File: config.mk
export PLATFORM = sky130hd
export DESIGN_NAME = base64_stream_encoder_core
export DESIGN_NICKNAME = d
export VERILOG_FILES = /design/src/b64e_pkg.sv /design/src/b64e_front.sv /design/src/b64e_queue.sv /design/src/b64e_back.sv /design/src/base64_stream_encoder.sv
export SDC_FILE = /design/constraint.sdc
export NUM_CORES = 1
export LEC_CHECK = 0
export ABC_CLOCK_PERIOD_IN_PS = 3450
export BUFFER_PORTS_ARGS = -buffer_cell sky130_fd_sc_hd__buf_2
export CORE_MARGIN = 4
export CORE_UTILIZATION = 30
export DETAILED_ROUTE_END_ITERATION = 7
export GPL_TIMING_DRIVEN = 0
export PLACE_DENSITY = 0.49
export SYNTH_ARGS = -nofsm -noshare
export SYNTH_HDL_FRONTEND = slang
export SYNTH_SLANG_ARGS = --single-unit
File: constraint.sdc
create_clock -name clk -period 3.45 [get_ports clk]
set_input_delay 0.69 -clock clk [delete_from_list [all_inputs] [get_ports clk]]
set_output_delay 0.69 -clock clk [all_outputs]
set_load 0.01 [all_outputs]
File: src/b64e_pkg.sv
// Shared types, constants and the alphabet lookup for the base64 stream encoder.
// Used by the front, queue, back and top-level modules; no dependencies.
package b64e_pkg;

	localparam logic [7:0] PAD_CHAR = 8'h3D;

	// Byte position within the current 3-byte group (one-hot)
	typedef enum logic [2:0] {
		PH0 = 3'b001,
		PH1 = 3'b010,
		PH2 = 3'b100
	} phase_t;

	// One request's worth of output characters, as queued between front and back
	typedef struct packed {
		logic [3:0][7:0] chars;
		logic [1:0]      last_idx;
	} job_t;

	// Six-bit code to ASCII, standard alphabet A-Z a-z 0-9 + /
	function automatic logic [7:0] enc(input logic [5:0] six);
		logic [7:0] v;
		v = {2'b00, six};
		if (six < 6'd26) begin
			enc = 8'h41 + v;
		end else if (six < 6'd52) begin
			enc = 8'h61 + v - 8'd26;
		end else if (six < 6'd62) begin
			enc = 8'h30 + v - 8'd52;
		end else if (six == 6'd62) begin
			enc = 8'h2B;
		end else begin
			enc = 8'h2F;
		end
	endfunction

endpackage

File: src/b64e_front.sv
// Front end: accepts raw bytes, tracks the group phase and leftover bits,
// and builds the character job for each byte. Depends on b64e_pkg.
module b64e_front import b64e_pkg::*; (
	input  logic       clk,
	input  logic       arst_n,
	input  logic       take,
	input  logic [7:0] data_byte,
	input  logic       final_byte,
	output job_t       job
);

	phase_t     phase_q, phase_nxt;
	logic [3:0] left_q, left_nxt;

	// Character generation for the current byte
	always_comb begin
		job.chars    = {4{PAD_CHAR}};
		job.last_idx = 2'd0;
		phase_nxt    = PH0;
		left_nxt     = 4'd0;
		case (phase_q)
			PH1: begin
				job.chars[0] = enc({left_q[1:0], data_byte[7:4]});
				if (final_byte) begin
					job.chars[1] = enc({data_byte[3:0], 2'b00});
					job.last_idx = 2'd2;
				end else begin
					phase_nxt = PH2;
					left_nxt  = data_byte[3:0];
				end
			end
			PH2: begin
				job.chars[0] = enc({left_q, data_byte[7:6]});
				job.chars[1] = enc(data_byte[5:0]);
				job.last_idx = 2'd1;
			end
			default: begin
				job.chars[0] = enc(data_byte[7:2]);
				if (final_byte) begin
					job.chars[1] = enc({data_byte[1:0], 4'b0000});
					job.last_idx = 2'd3;
				end else begin
					phase_nxt = PH1;
					left_nxt  = {2'b00, data_byte[1:0]};
				end
			end
		endcase
	end

	// Group state
	always_ff @(posedge clk or negedge arst_n) begin
		if (!arst_n) begin
			phase_q <= PH0;
			left_q  <= 4'd0;
		end else if (take) begin
			phase_q <= phase_nxt;
			left_q  <= left_nxt;
		end
	end

endmodule

File: src/b64e_queue.sv
// Short job queue between front and back, built from flip-flops.
// Depends on b64e_pkg for the job type.
module b64e_queue import b64e_pkg::*; #(
	parameter int DEPTH = 2
) (
	input  logic clk,
	input  logic arst_n,
	input  logic push,
	input  job_t push_job,
	output logic full,
	input  logic pop,
	output logic head_valid,
	output job_t head_job
);

	localparam int PTR_W = (DEPTH > 1) ? $clog2(DEPTH) : 1;
	localparam int CNT_W = $clog2(DEPTH + 1);

	job_t             mem_q [DEPTH];
	logic [PTR_W-1:0] wr_ptr_q, rd_ptr_q;
	logic [CNT_W-1:0] count_q;

	assign full       = (count_q == CNT_W'(DEPTH));
	assign head_valid = (count_q != '0);
	assign head_job   = mem_q[rd_ptr_q];

	// Storage
	always_ff @(posedge clk) begin
		if (push) begin
			mem_q[wr_ptr_q] <= push_job;
		end
	end

	// Pointers and fill count
	always_ff @(posedge clk or negedge arst_n) begin
		if (!arst_n) begin
			wr_ptr_q <= '0;
			rd_ptr_q <= '0;
			count_q  <= '0;
		end else begin
			if (push) begin
				wr_ptr_q <= (wr_ptr_q == PTR_W'(DEPTH - 1)) ? '0 : wr_ptr_q + 1'b1;
			end
			if (pop) begin
				rd_ptr_q <= (rd_ptr_q == PTR_W'(DEPTH - 1)) ? '0 : rd_ptr_q + 1'b1;
			end
			if (push && !pop) begin
				count_q <= count_q + 1'b1;
			end else if (pop && !push) begin
				count_q <= count_q - 1'b1;
			end
		end
	end

endmodule

File: src/b64e_back.sv
// Back end: walks the characters of the head job into the output register,
// one per cycle while that register is free. Depends on b64e_pkg.
module b64e_back import b64e_pkg::*; (
	input  logic       clk,
	input  logic       arst_n,
	input  logic       head_valid,
	input  job_t       head_job,
	output logic       pop,
	output logic       out_valid,
	input  logic       out_ready,
	output logic [7:0] out_char,
	output logic       end_of_run
);

	logic [1:0] idx_q;
	logic       out_valid_q;
	logic [7:0] out_char_q;
	logic       end_of_run_q;
	logic       emit, is_last;

	// One character leaves the head job when the output register frees up
	assign emit    = head_valid && (!out_valid_q || out_ready);
	assign is_last = (idx_q == head_job.last_idx);
	assign pop     = emit && is_last;

	// Character index within the head job
	always_ff @(posedge clk or negedge arst_n) begin
		if (!arst_n) begin
			idx_q       <= 2'd0;
			out_valid_q <= 1'b0;
		end else begin
			if (emit) begin
				idx_q <= is_last ? 2'd0 : idx_q + 2'd1;
			end
			if (emit) begin
				out_valid_q <= 1'b1;
			end else if (out_ready) begin
				out_valid_q <= 1'b0;
			end
		end
	end

	// Output payload
	always_ff @(posedge clk) begin
		if (emit) begin
			out_char_q   <= head_job.chars[idx_q];
			end_of_run_q <= is_last;
		end
	end

	assign out_valid  = out_valid_q;
	assign out_char   = out_char_q;
	assign end_of_run = end_of_run_q;

endmodule

File: src/base64_stream_encoder.sv
// Top level of the base64 stream encoder: front end, job queue, back end.
// Depends on b64e_pkg, b64e_front, b64e_queue and b64e_back.
//
// Usage:
//   Input channel (in_valid/in_ready) carries one raw byte per request in
//   data_byte, with final_byte set on the last byte of a message.
//   Output channel (out_valid/out_ready) carries one ASCII character per
//   request in out_char; end_of_run marks the last character that a byte
//   produced. A byte yields 1, 2, 3 or 4 characters, padded with '=' when
//   a message ends before its last group of three bytes is full.
//   The first character of a byte is offered after it passes through the
//   job queue and then the output register. The back end sends one
//   character per cycle while the receiver is ready, so the output port
//   sets the throughput.
//   The input accepts a byte every cycle while the job queue
//   (QUEUE_DEPTH entries) has room; a stalled receiver fills the queue
//   and then drops in_ready, with no data lost.
//   Reset clears the group phase, the queue and the output register;
//   encoding starts at the beginning of a group.
module base64_stream_encoder_core import b64e_pkg::*; #(
	parameter int QUEUE_DEPTH = 2
) (
	input  logic       clk,
	input  logic       arst_n,
	input  logic       in_valid,
	output logic       in_ready,
	input  logic [7:0] data_byte,
	input  logic       final_byte,
	output logic       out_valid,
	input  logic       out_ready,
	output logic [7:0] out_char,
	output logic       end_of_run
);

	job_t front_job, head_job;
	logic full, take, pop, head_valid;

	assign in_ready = !full;
	assign take     = in_valid && !full;

	// Byte intake and character generation
	b64e_front u_front (
		.clk        (clk),
		.arst_n     (arst_n),
		.take       (take),
		.data_byte  (data_byte),
		.final_byte (final_byte),
		.job        (front_job)
	);

	// Decoupling queue
	b64e_queue #(
		.DEPTH (QUEUE_DEPTH)
	) u_queue (
		.clk        (clk),
		.arst_n     (arst_n),
		.push       (take),
		.push_job   (front_job),
		.full       (full),
		.pop        (pop),
		.head_valid (head_valid),
		.head_job   (head_job)
	);

	// Character serializer
	b64e_back u_back (
		.clk        (clk),
		.arst_n     (arst_n),
		.head_valid (head_valid),
		.head_job   (head_job),
		.pop        (pop),
		.out_valid  (out_valid),
		.out_ready  (out_ready),
		.out_char   (out_char),
		.end_of_run (end_of_run)
	);

endmodule

==> impl_metrics.csv, run 1 <==
group,metric,value,unit
run_status,result_of_the_run,"completed",
clocking,clock_tree.htree_level_count,3,
floorplan,num_rows,43,
clocking,root_buffer,"clkbuf_16",
sta,fin_worst_skew,0.00669,ns
final_layout,area_growth,16.0,%
yosys,postSynthAreaPerCell,9.65,sq um
final_layout,final_cell_mix,"edfxtp_1 (45), buf_2 (33), a21oi_1 (32)",
drt,wl_per_cell,18.0,um
worst_setup_path,regToRegSetupSlack,0.69,ns
worst_setup_path,critical_path.cell_chain,"buf_2 -> clkbuf_1 -> inv_1 -> ha_1 -> nor2b_1 -> clkbuf_1 -> nor2_1 -> xnor2_1 -> o221ai_1 -> o221ai_1",
yosys,number_of_cells_produced_by_synthesis,446,
power_and_ir_drop,power.static_leakage,0.00185,uW
worst_setup_path,rr_endpoint,"u_queue.mem_q[1][4]",
final_layout,mostFrequentLayoutCell,"edfxtp_1",
sta,max_freq,0.332,GHz
clocking,tritoncts_clock_tree,"built",
global_route,first_global_vias,3726,
yosys,synth_warnings,0,
worst_setup_path,critical_path.endpoint_type,"flip-flop",
sta,final_max_slew_viol_count,0,
sta,post-route-min-period,3.01,ns
worst_setup_path,rr_startpoint,"u_front.left_q[1]",
worst_setup_path,required,3.43,ns
global_route,track_usage,15.1,%
min_path,hold_class,"in -> async",
floorplan,core_region_area,0.0140,sq mm
sta,worst-slew-pin-transition,1.09,ns
floorplan,design.die.area,0.0163,sq mm
worst_setup_path,path_delay_family,"buffers and inverters",
worst_setup_path,criticalPathCategory,"in -> reg",
floorplan,initial_utilization,30.8,%
floorplan,fp.dieH,128,um
yosys,synthDistinctLibCells,64,
worst_setup_path,worst_path_largest_cell_delay,0.44,ns
yosys,mappedNetlistNets,482,
clocking,post_cts_hold_buffer_count,0,
worst_setup_path,worst-r2r-cell-count,7,
sta,timing_hold_violations_final,0,
final_layout,finish.utilization,35.7,%
final_layout,finish.net_count,517,
yosys,mappedNetlistArea,0.00430,sq mm
placement,detailedPlacementHpwl,9000,um
yosys,synth.yosys.seq_area_share,39.6,%
drt,drtPass1Iterations,4,
floorplan,die_w,128,um
clocking,cts-buffers-inserted,9,
drt,drtIter0Drc,236,
clocking,cts_resized,0,
run,drv_cap,0,
placement,io_buffer_count,22,
floorplan,top_level_i_o_count,24,
worst_setup_path,cp.depth,10,
final_layout,antenna_cells_inserted,0,
final_layout,post_route_cells_drive_above_1_share,16.3,%
sta,min_period_over_period,87.3,%
sta,final-setup-viol-count,0,
drt,dr_total_vias,3651,
clocking,cts_post_setup_buffers_inserted,0,
global_route,grt_antenna_before_repair,0,
yosys,synth-async-reset-ratio,23.7,%
worst_setup_path,worst-path-max-fanout,10,
worst_setup_path,cp-start-kind,"input pin",
drt,wirelength,12000,um
placement,weighted_congestion_reported_at_the_end_of_routability_driven_placement,0.848,
drt,via_per_inst,5.48,
yosys,synth.ff_latch_count,59,
drt,drc,0,
final_layout,area_of_the_multi_input_gates,0.00241,sq mm
global_route,global_route_wire_length_before_repair,19700,um
worst_setup_path,critical-path-slowest-cell,"clkbuf_1",
clocking,tritoncts_num_sinks,59,
clocking,ctsLongestPathBuffers,2,
clocking,clkTransAtPathRegs,0.05,ns
final_layout,fillers,1457,
global_route,globalRouteOverflowTotal,0,
power_and_ir_drop,powerDensity,755,mW/mm^2
worst_setup_path,crit_start,"data_byte[6]",
final_layout,area.sequential,0.00170,sq mm
yosys,postSynth.topFlopCell,"edfxtp_1",
worst_setup_path,cp_num_buf_inv,4,
global_route,largest_net_degree_at_the_start_of_global_routing,18,
yosys,synth-edff-count,45,
drt,antenna_violating_nets_left,0,
worst_setup_path,crit_arrival,2.99,ns
sta,slew_headroom,27.4,%
clocking,clk-insertion-delay-late,0.32,ns
sta,fin_setup_tns,0,ns
sta,rsz0062_at_grt,"no",
power_and_ir_drop,vdd.ir_drop.worst,0.000301,V
## worst max path at each step
stage                           to  slack, ns
3_5_place_dp   u_queue.mem_q[1][7]       0.21
4_1_cts        u_queue.mem_q[0][7]       0.53
2_1_floorplan  u_queue.mem_q[0][3]       0.93
3_3_place_gp   u_queue.mem_q[0][7]       0.18
5_1_grt        u_queue.mem_q[0][7]       0.28
6_report       u_queue.mem_q[1][4]       0.44
## worst reg2reg max path, stage by stage (launching register included)
cell	delay (ns)
dfrtp_1	0.58
ha_1	0.38
clkbuf_1	0.41
nand2_1	0.10
nor3_1	0.17
a31oi_1	0.11
a32oi_1	0.35
o221ai_1	0.33
## cell type report
class	instances	area share (%)
flip-flops and latches	59	34.1
inverters	19	1.43
repair buffers	24	2.81
clock inverters	2	0.226
multi-input cells	341	48.3
plain buffers	27	2.48
clock buffers	14	6.14
well taps	180	4.51
## metal layers
metal  vias to the layer above  global-route usage, %  wire [um]  part of all wire (%)
met5                         -                      0          0                     0
met4                         0                   4.93        217                   1.8
met3                        15                   2.00        589                   4.9
met2                       108                   24.5       5610                    47
met1                      1784                   20.8       5560                    46
li1                       1744                      -          -                     -
## where the power goes
group | switching, uW | internal [uW] | leakage (uW)
clock | 290 | 611 | 0.000159
combinational | 940 | 658 | 0.00111
sequential | 131 | 1140 | 0.000585
total | 1360 | 2410 | 0.00185
## flip-flops by register name, summed over array words and instances, names as in the netlist
register,count
u_back.end_of_run,1
u_back.idx_q,2
u_back.out_char,8
u_back.out_valid,1
u_front.left_q,4
u_front.phase_q,3
u_queue.count_q,2
u_queue.mem_q,36
u_queue.rd_ptr_q,1
u_queue.wr_ptr_q,1
## cells by family (layout without fill, tap and decap cells)
family,count (synthesis),after routing,share of synthesized area [%]
buffers and inverters,46,86,4.54
flip-flops,59,59,39.6
multiplexers,18,18,6.57
XOR/XNOR,30,30,6.11
AND/OR/NAND/NOR,150,150,17.9
adder cells (fa/ha/maj),23,23,6.69
AO/OA/AOI/OAI,120,120,18.6
## metrics by stage
step           cells  power (uW)  hold slack [ns]  area (sq um)  setup WS [ns]
2_1_floorplan    446        2380            0.394          4300          0.925
3_3_place_gp     648        2830            0.483          4640          0.179
3_5_place_dp     650        2870            0.496          4670          0.209
4_1_cts          666        3790            0.268          4990          0.526
5_1_grt          666        4010            0.292          4990          0.285
6_report         666        3770            0.275          4990          0.440
## cells in the mapped netlist (all sizes together), types with 6 or more instances
cell type  count  area share [%]
mux4           8             4.2
edfxtp        45              31
nor2          28             2.4
dfrtp         13             7.6
mux2i          8             1.9
clkbuf        13             1.2
ha            23             6.7
nor2b         10             1.5
buf           14             1.7
nand2         31             2.7
o21ai         23             2.7
xor2           6             1.2
xnor2         24             4.9
a31oi          6            0.87
or3            9             1.3
o211ai         7             1.2
a21oi         33             3.9
inv           19             1.7
nor3          12             1.5
a211oi         6             1.0
nand2b        10             1.5
nand3         22             2.7
or2            7             1.0
Power figures use the tool's default switching activity.
==> run 2: changes to the inputs <==
--- a/config.mk
+++ b/config.mk
@@ -6,12 +6,12 @@
 export NUM_CORES = 1
 export LEC_CHECK = 0
 export ABC_CLOCK_PERIOD_IN_PS = 3450
-export BUFFER_PORTS_ARGS = -buffer_cell sky130_fd_sc_hd__buf_2
 export CORE_MARGIN = 4
 export CORE_UTILIZATION = 30
 export DETAILED_ROUTE_END_ITERATION = 7
+export DONT_BUFFER_PORTS = 1
 export GPL_TIMING_DRIVEN = 0
-export PLACE_DENSITY = 0.49
+export PLACE_DENSITY = 0.48
 export SYNTH_ARGS = -nofsm -noshare
 export SYNTH_HDL_FRONTEND = slang
 export SYNTH_SLANG_ARGS = --single-unit
==> impl_metrics.csv, run 2 (same netlist as run 1, synthesis figures left out) <==
group,metric,value,unit
final_layout,mostFrequentLayoutCell,"edfxtp_1",
global_route,largest_net_degree_at_the_start_of_global_routing,17,
sta,fin_worst_skew,0.00896,ns
run_status,result_of_the_run,"completed",
sta,min_period_over_period,80.0,%
drt,met3_wirelength,558,um
drt,wl_per_cell,18.5,um
final_layout,final_cell_area,0.00484,sq mm
drt,route.top_layer_used,"met4",
worst_setup_path,rr_endpoint,"u_queue.mem_q[0][3]",
global_route,first_global_vias,3547,
clocking,cts_resized,0,
final_layout,final_cell_mix,"edfxtp_1 (45), a21oi_1 (32), nand2_1 (31)",
clocking,clk-insertion-delay-late,0.32,ns
worst_setup_path,worst_path_largest_cell_delay,0.40,ns
clocking,post_cts_hold_buffer_count,0,
power_and_ir_drop,vdd.ir_drop.worst,0.000371,V
sta,fin_setup_tns,0,ns
drt,met2_wire_length,5620,um
floorplan,fp.dieH,128,um
placement,io_buffer_count,0,
worst_setup_path,cp.depth,9,
final_layout,area_growth,12.6,%
clocking,cts-buffers-inserted,9,
run,drv_cap,0,
worst_setup_path,rr_startpoint,"u_front.left_q[0]",
drt,met1Wirelength,5630,um
drt,wirelength,11900,um
worst_setup_path,worst-path-max-fanout,10,
clocking,root_buffer,"clkbuf_16",
clocking,tritoncts_clock_tree,"built",
sta,rsz0062_at_grt,"no",
placement,placedInstanceArea,0.00456,sq mm
global_route,track_usage,15.0,%
clocking,ctsLongestPathBuffers,2,
drt,dr_total_vias,3556,
power_and_ir_drop,power.static_leakage,0.00175,uW
drt,drtPass1Iterations,5,
worst_setup_path,criticalPathCategory,"in -> reg",
worst_setup_path,cp-start-kind,"input pin",
worst_setup_path,critical-path-slowest-cell,"clkbuf_1",
floorplan,initial_utilization,30.8,%
final_layout,fillers,1458,
final_layout,area.sequential,0.00170,sq mm
clocking,clkTransAtPathRegs,0.05,ns
sta,worst-slew-pin-transition,0.991,ns
final_layout,post_route_cells_drive_above_1_share,12.3,%
global_route,grt_antenna_before_repair,0,
worst_setup_path,critical_path.cell_chain,"clkbuf_1 -> inv_1 -> ha_1 -> nor2b_1 -> clkbuf_1 -> nor2_1 -> xnor2_1 -> o221ai_1 -> o221ai_1",
sta,timing_hold_violations_final,0,
clocking,tritoncts_num_sinks,59,
drt,antenna_violating_nets_left,0,
global_route,globalRouteOverflowTotal,0,
sta,slew_headroom,33.9,%
worst_setup_path,crit_arrival,2.76,ns
sta,post-route-min-period,2.76,ns
worst_setup_path,regToRegSetupSlack,0.75,ns
final_layout,area_of_the_multi_input_gates,0.00241,sq mm
final_layout,finish.utilization,34.6,%
floorplan,design.die.area,0.0163,sq mm
drt,drtIter0Drc,256,
floorplan,die_w,128,um
sta,timing.hold.ws,0.0578,ns
clocking,cts_post_setup_buffers_inserted,0,
worst_setup_path,required,3.45,ns
min_path,hold_class,"in -> async",
worst_setup_path,worst-r2r-cell-count,9,
placement,weighted_congestion_reported_at_the_end_of_routability_driven_placement,0.878,
final_layout,largest_register,"u_queue.mem_q",
worst_setup_path,critical_path.endpoint_type,"flip-flop",
drt,drc,0,
sta,max_freq,0.362,GHz
final_layout,antenna_cells_inserted,0,
placement,detailedPlacementHpwl,9080,um
floorplan,top_level_i_o_count,24,
global_route,global_route_wire_length_before_repair,19700,um
power_and_ir_drop,powerDensity,745,mW/mm^2
sta,final_max_slew_viol_count,0,
worst_setup_path,path_delay_family,"buffers and inverters",
final_layout,largest_register_ff_count,36,
floorplan,num_rows,43,
drt,via_per_inst,5.52,
sta,final-setup-viol-count,0,
final_layout,finish.net_count,495,
clocking,clock_tree.htree_level_count,3,
floorplan,core_region_area,0.0140,sq mm
worst_setup_path,cp_num_buf_inv,3,
[run 2: cell count changes in the layout (fill, tap and decap cells not counted), sizes merged]
cell,previous run,this run
buf,38,16
clkbuf,27,25
clkinv,1,2
clkinvlp,0,1
[run 2: metrics by stage]
step / total power, uW / setup WS (ns) / cells
after floorplan: 2380 / 0.925 / 446
after global placement: 2760 / 0.418 / 626
after detailed placement: 2820 / 0.415 / 628
after CTS: 3640 / 0.762 / 644
after global routing: 3860 / 0.550 / 644
final: 3610 / 0.688 / 644
[run 2: worst reg2reg max path, stage by stage (launching register included)]
cell and delay, ns:
dfrtp_1 0.46, buf_2 0.26, inv_1 0.12, ha_1 0.26, nor2b_1 0.13, clkbuf_1 0.30, a211oi_1 0.09, a21oi_1 0.22
a21oi_1 0.13, or3_1 0.44
[run 2: metal layers]
| metal | global-route usage [%] | vias to the layer above |
|---|---|---|
| met1 | 21.5 | 1739 |
| met2 | 23.8 | 110 |
| li1 | - | 1696 |
| met4 | 3.37 | 0 |
| met5 | 0 | - |
| met3 | 2.54 | 11 |
[run 2: where the power goes]
group | internal (uW) | switching, uW | leakage [uW] | total (uW)
Sequential | 1140 | 168 | 0.000585 | 1310
Clock | 522 | 296 | 0.000139 | 817
Combinational | 613 | 868 | 0.00102 | 1480
[run 2: worst max-delay path by stage]
stage / startpoint / to / slack [ns]
global route: data_byte[6] / u_queue.mem_q[1][7] / 0.55
floorplan: data_byte[7] / u_queue.mem_q[0][3] / 0.93
global placement: data_byte[6] / u_queue.mem_q[0][7] / 0.42
CTS: data_byte[6] / u_queue.mem_q[1][4] / 0.76
detailed placement: data_byte[6] / u_queue.mem_q[0][4] / 0.41
finish: data_byte[6] / u_queue.mem_q[1][4] / 0.69
[run 2: layout make-up]
class | instances | share of cell area, %
multi-input combinational | 341 | 49.8
sequential | 59 | 35.2
clock buffer | 12 | 5.30
tap | 180 | 4.65
buffer | 27 | 2.56
inverter | 19 | 1.47
timing repair buffer | 2 | 0.620
clock inverter | 4 | 0.491
==> run 3: changes to the inputs <==
--- a/config.mk
+++ b/config.mk
@@ -5,13 +5,13 @@
 export SDC_FILE = /design/constraint.sdc
 export NUM_CORES = 1
 export LEC_CHECK = 0
-export ABC_CLOCK_PERIOD_IN_PS = 3450
+export ABC_CLOCK_PERIOD_IN_PS = 2240
 export CORE_MARGIN = 4
 export CORE_UTILIZATION = 30
 export DETAILED_ROUTE_END_ITERATION = 7
 export DONT_BUFFER_PORTS = 1
 export GPL_TIMING_DRIVEN = 0
-export PLACE_DENSITY = 0.48
+export PLACE_DENSITY = 0.49
 export SYNTH_ARGS = -nofsm -noshare
 export SYNTH_HDL_FRONTEND = slang
 export SYNTH_SLANG_ARGS = --single-unit
==> constraint.sdc (replaced) <==
create_clock -name clk -period 2.24 [get_ports clk]
set_input_delay 0.448 -clock clk [delete_from_list [all_inputs] [get_ports clk]]
set_output_delay 0.448 -clock clk [all_outputs]
set_load 0.01 [all_outputs]
==> impl_metrics.csv, run 3 (same netlist as run 1, synthesis figures left out) <==
group,metric,value,unit
run_status,result_of_the_run,"completed",
drt,drtPass1Iterations,5,
worst_setup_path,worst_path_largest_cell_delay,0.45,ns
clocking,root_buffer,"clkbuf_16",
final_layout,fin_cells,644,
worst_setup_path,criticalPathCategory,"reg -> reg",
worst_setup_path,worst-path-max-fanout,5,
global_route,global_route.usage.met2,23.8,%
clocking,cts-buffers-inserted,9,
min_path,min_from,"out_ready",
min_path,instance_count_along_the_most_critical_hold_path,1,
floorplan,die_w,128,um
clocking,clk-insertion-delay-late,0.32,ns
final_layout,area_growth,17.1,%
global_route,track_usage,14.7,%
worst_setup_path,worst-r2r-cell-count,7,
sta,worst-slew-pin-transition,0.965,ns
clocking,tritoncts_num_sinks,59,
min_path,hold_class,"in -> reg",
global_route,globalRoute.busiestLayer,"met2",
global_route,first_global_vias,3565,
placement,dpl.cell_count,627,
drt,drtIter0Drc,262,
global_route,global_route_wire_length_before_repair,19200,um
drt,drc,0,
final_layout,mostFrequentLayoutCell,"edfxtp_1",
worst_setup_path,cp-start-kind,"flip-flop",
floorplan,top_level_i_o_count,24,
global_route,grt_use_met1,20.5,%
sta,timing_hold_violations_final,0,
global_route,met3_usage,2.08,%
placement,weighted_congestion_reported_at_the_end_of_routability_driven_placement,0.884,
final_layout,largest_register_ff_count,36,
drt,antenna_violating_nets_left,0,
clocking,ctsLongestPathBuffers,2,
sta,min_period_over_period,98.5,%
final_layout,final_cell_area,0.00504,sq mm
drt,wirelength,12000,um
floorplan,initial_utilization,30.8,%
clocking,clock_tree.htree_level_count,3,
final_layout,antenna_cells_inserted,0,
worst_setup_path,critical-path-slowest-cell,"dfrtp_2",
final_layout,post_route_cells_drive_above_1_share,21.1,%
clocking,tritoncts_clock_tree,"built",
placement,io_buffer_count,0,
worst_setup_path,critical_path.endpoint_type,"flip-flop",
final_layout,largest_register,"u_queue.mem_q",
power_and_ir_drop,power.static_leakage,0.00180,uW
clocking,clkTransAtPathRegs,0.06,ns
global_route,grt_antenna_before_repair,0,
placement,detailedPlacementHpwl,8840,um
placement,placedInstanceArea,0.00455,sq mm
worst_setup_path,rr_endpoint,"u_queue.mem_q[1][3]",
run,drv_cap,0,
sta,fin_worst_skew,0.0119,ns
floorplan,fp.dieH,128,um
drt,wl_per_cell,18.6,um
sta,slew_headroom,35.6,%
drt,via_per_inst,5.55,
sta,final-setup-viol-count,0,
worst_setup_path,regToRegSetupSlack,0.03,ns
power_and_ir_drop,finalPower,5850,uW
sta,post-route-min-period,2.21,ns
final_layout,final_cell_mix,"edfxtp_1 (45), nand2_1 (29), a21oi_1 (26)",
sta,max_freq,0.453,GHz
worst_setup_path,rr_startpoint,"u_front.left_q[0]",
power_and_ir_drop,vdd.ir_drop.worst,0.000404,V
power_and_ir_drop,powerDensity,1160,mW/mm^2
worst_setup_path,crit_arrival,2.26,ns
worst_setup_path,required,2.29,ns
global_route,globalRouteOverflowTotal,0,
sta,final_max_slew_viol_count,0,
global_route,largest_net_degree_at_the_start_of_global_routing,19,
min_path,holdPathEnd,"u_back.out_valid",
floorplan,num_rows,43,
final_layout,finish.net_count,495,
worst_setup_path,critical_path.cell_chain,"buf_4 -> ha_4 -> a21oi_2 -> nand2_1 -> o2111ai_1 -> o21ai_1 -> or3_4",
drt,dr_total_vias,3571,
floorplan,design.die.area,0.0163,sq mm
floorplan,core_region_area,0.0140,sq mm
-- run 3: changes by cell type in the layout (fill, tap and decap cells not counted), moves of 4 or more --
cell	before	now
clkbuf_1	13	3
a21oi_1	32	26
a21oi_2	1	6
ha_1	23	18
buf_4	2	6
clkbuf_2	1	5
-- run 3: through the flow --
stage               TNS [ns]  util (%)  hold slack [ns]  worst slack, ns
floorplan                  0         -            0.152           0.0250
global placement      -19.22      32.4            0.153           -0.506
detailed placement    -10.14      32.5            0.153           -0.477
CTS                        0      35.5            0.233          0.00216
global route         -0.0157      36.0            0.267         -0.00797
finish                     0      36.0            0.244           0.0329
-- run 3: where the power goes --
group          total, uW  internal (uW)  leakage, uW  switching [uW]
Sequential          2020           1760     0.000581             257
Clock               1360            867     0.000147             492
Combinational       2470           1040      0.00107            1430
Total               5850           3670      0.00180            2180
-- run 3: worst max-delay path, delay by kind of cell (launching register included) --
family | cells | cell delay [ns]
adder cells (fa/ha/maj) | 1 | 0.17
flip-flops | 1 | 0.45
AND/OR/NAND/NOR | 2 | 0.60
buffers and inverters | 1 | 0.17
AO/OA/AOI/OAI | 3 | 0.52
-- run 3: area by class of cell --
class,count,area (sq um)
multi-input combinational,341,2550
sequential,59,1710
clock buffer,9,225
fill,1414,8950
tap,180,225
buffer,24,134
clock inverter,7,75.1
timing repair buffer,5,47.5
inverter,19,73.8
-- run 3: per-layer routing --
metal	part of all wire [%]	wire [um]
met5	0	0
met4	1.0	124
met3	3.9	467
met2	47	5680
met1	48	5690
-- run 3: worst max path at each step --
stage / startpoint / slack (ns) / end
detailed placement: data_byte[2] / -0.48 / u_queue.mem_q[1][10]
global placement: data_byte[2] / -0.51 / u_queue.mem_q[0][10]
finish: u_front.left_q[0] / 0.03 / u_queue.mem_q[1][3]
CTS: data_byte[0] / 0.002 / u_queue.mem_q[0][14]
floorplan: data_byte[2] / 0.02 / u_queue.mem_q[0][13]
global route: u_front.left_q[0] / -0.008 / u_queue.mem_q[0][3]
-- run 3: what timing repair did --
item | CTS | global route
pin swaps | 2 | 2
endpoints found under the hold margin | 14 | 0
cloned | 0 | 0
setup buffers | 2 | 1
gates resized for setup | 23 | 28
endpoints found under the setup margin | 27 | 27
hold buffers | 1 | 0
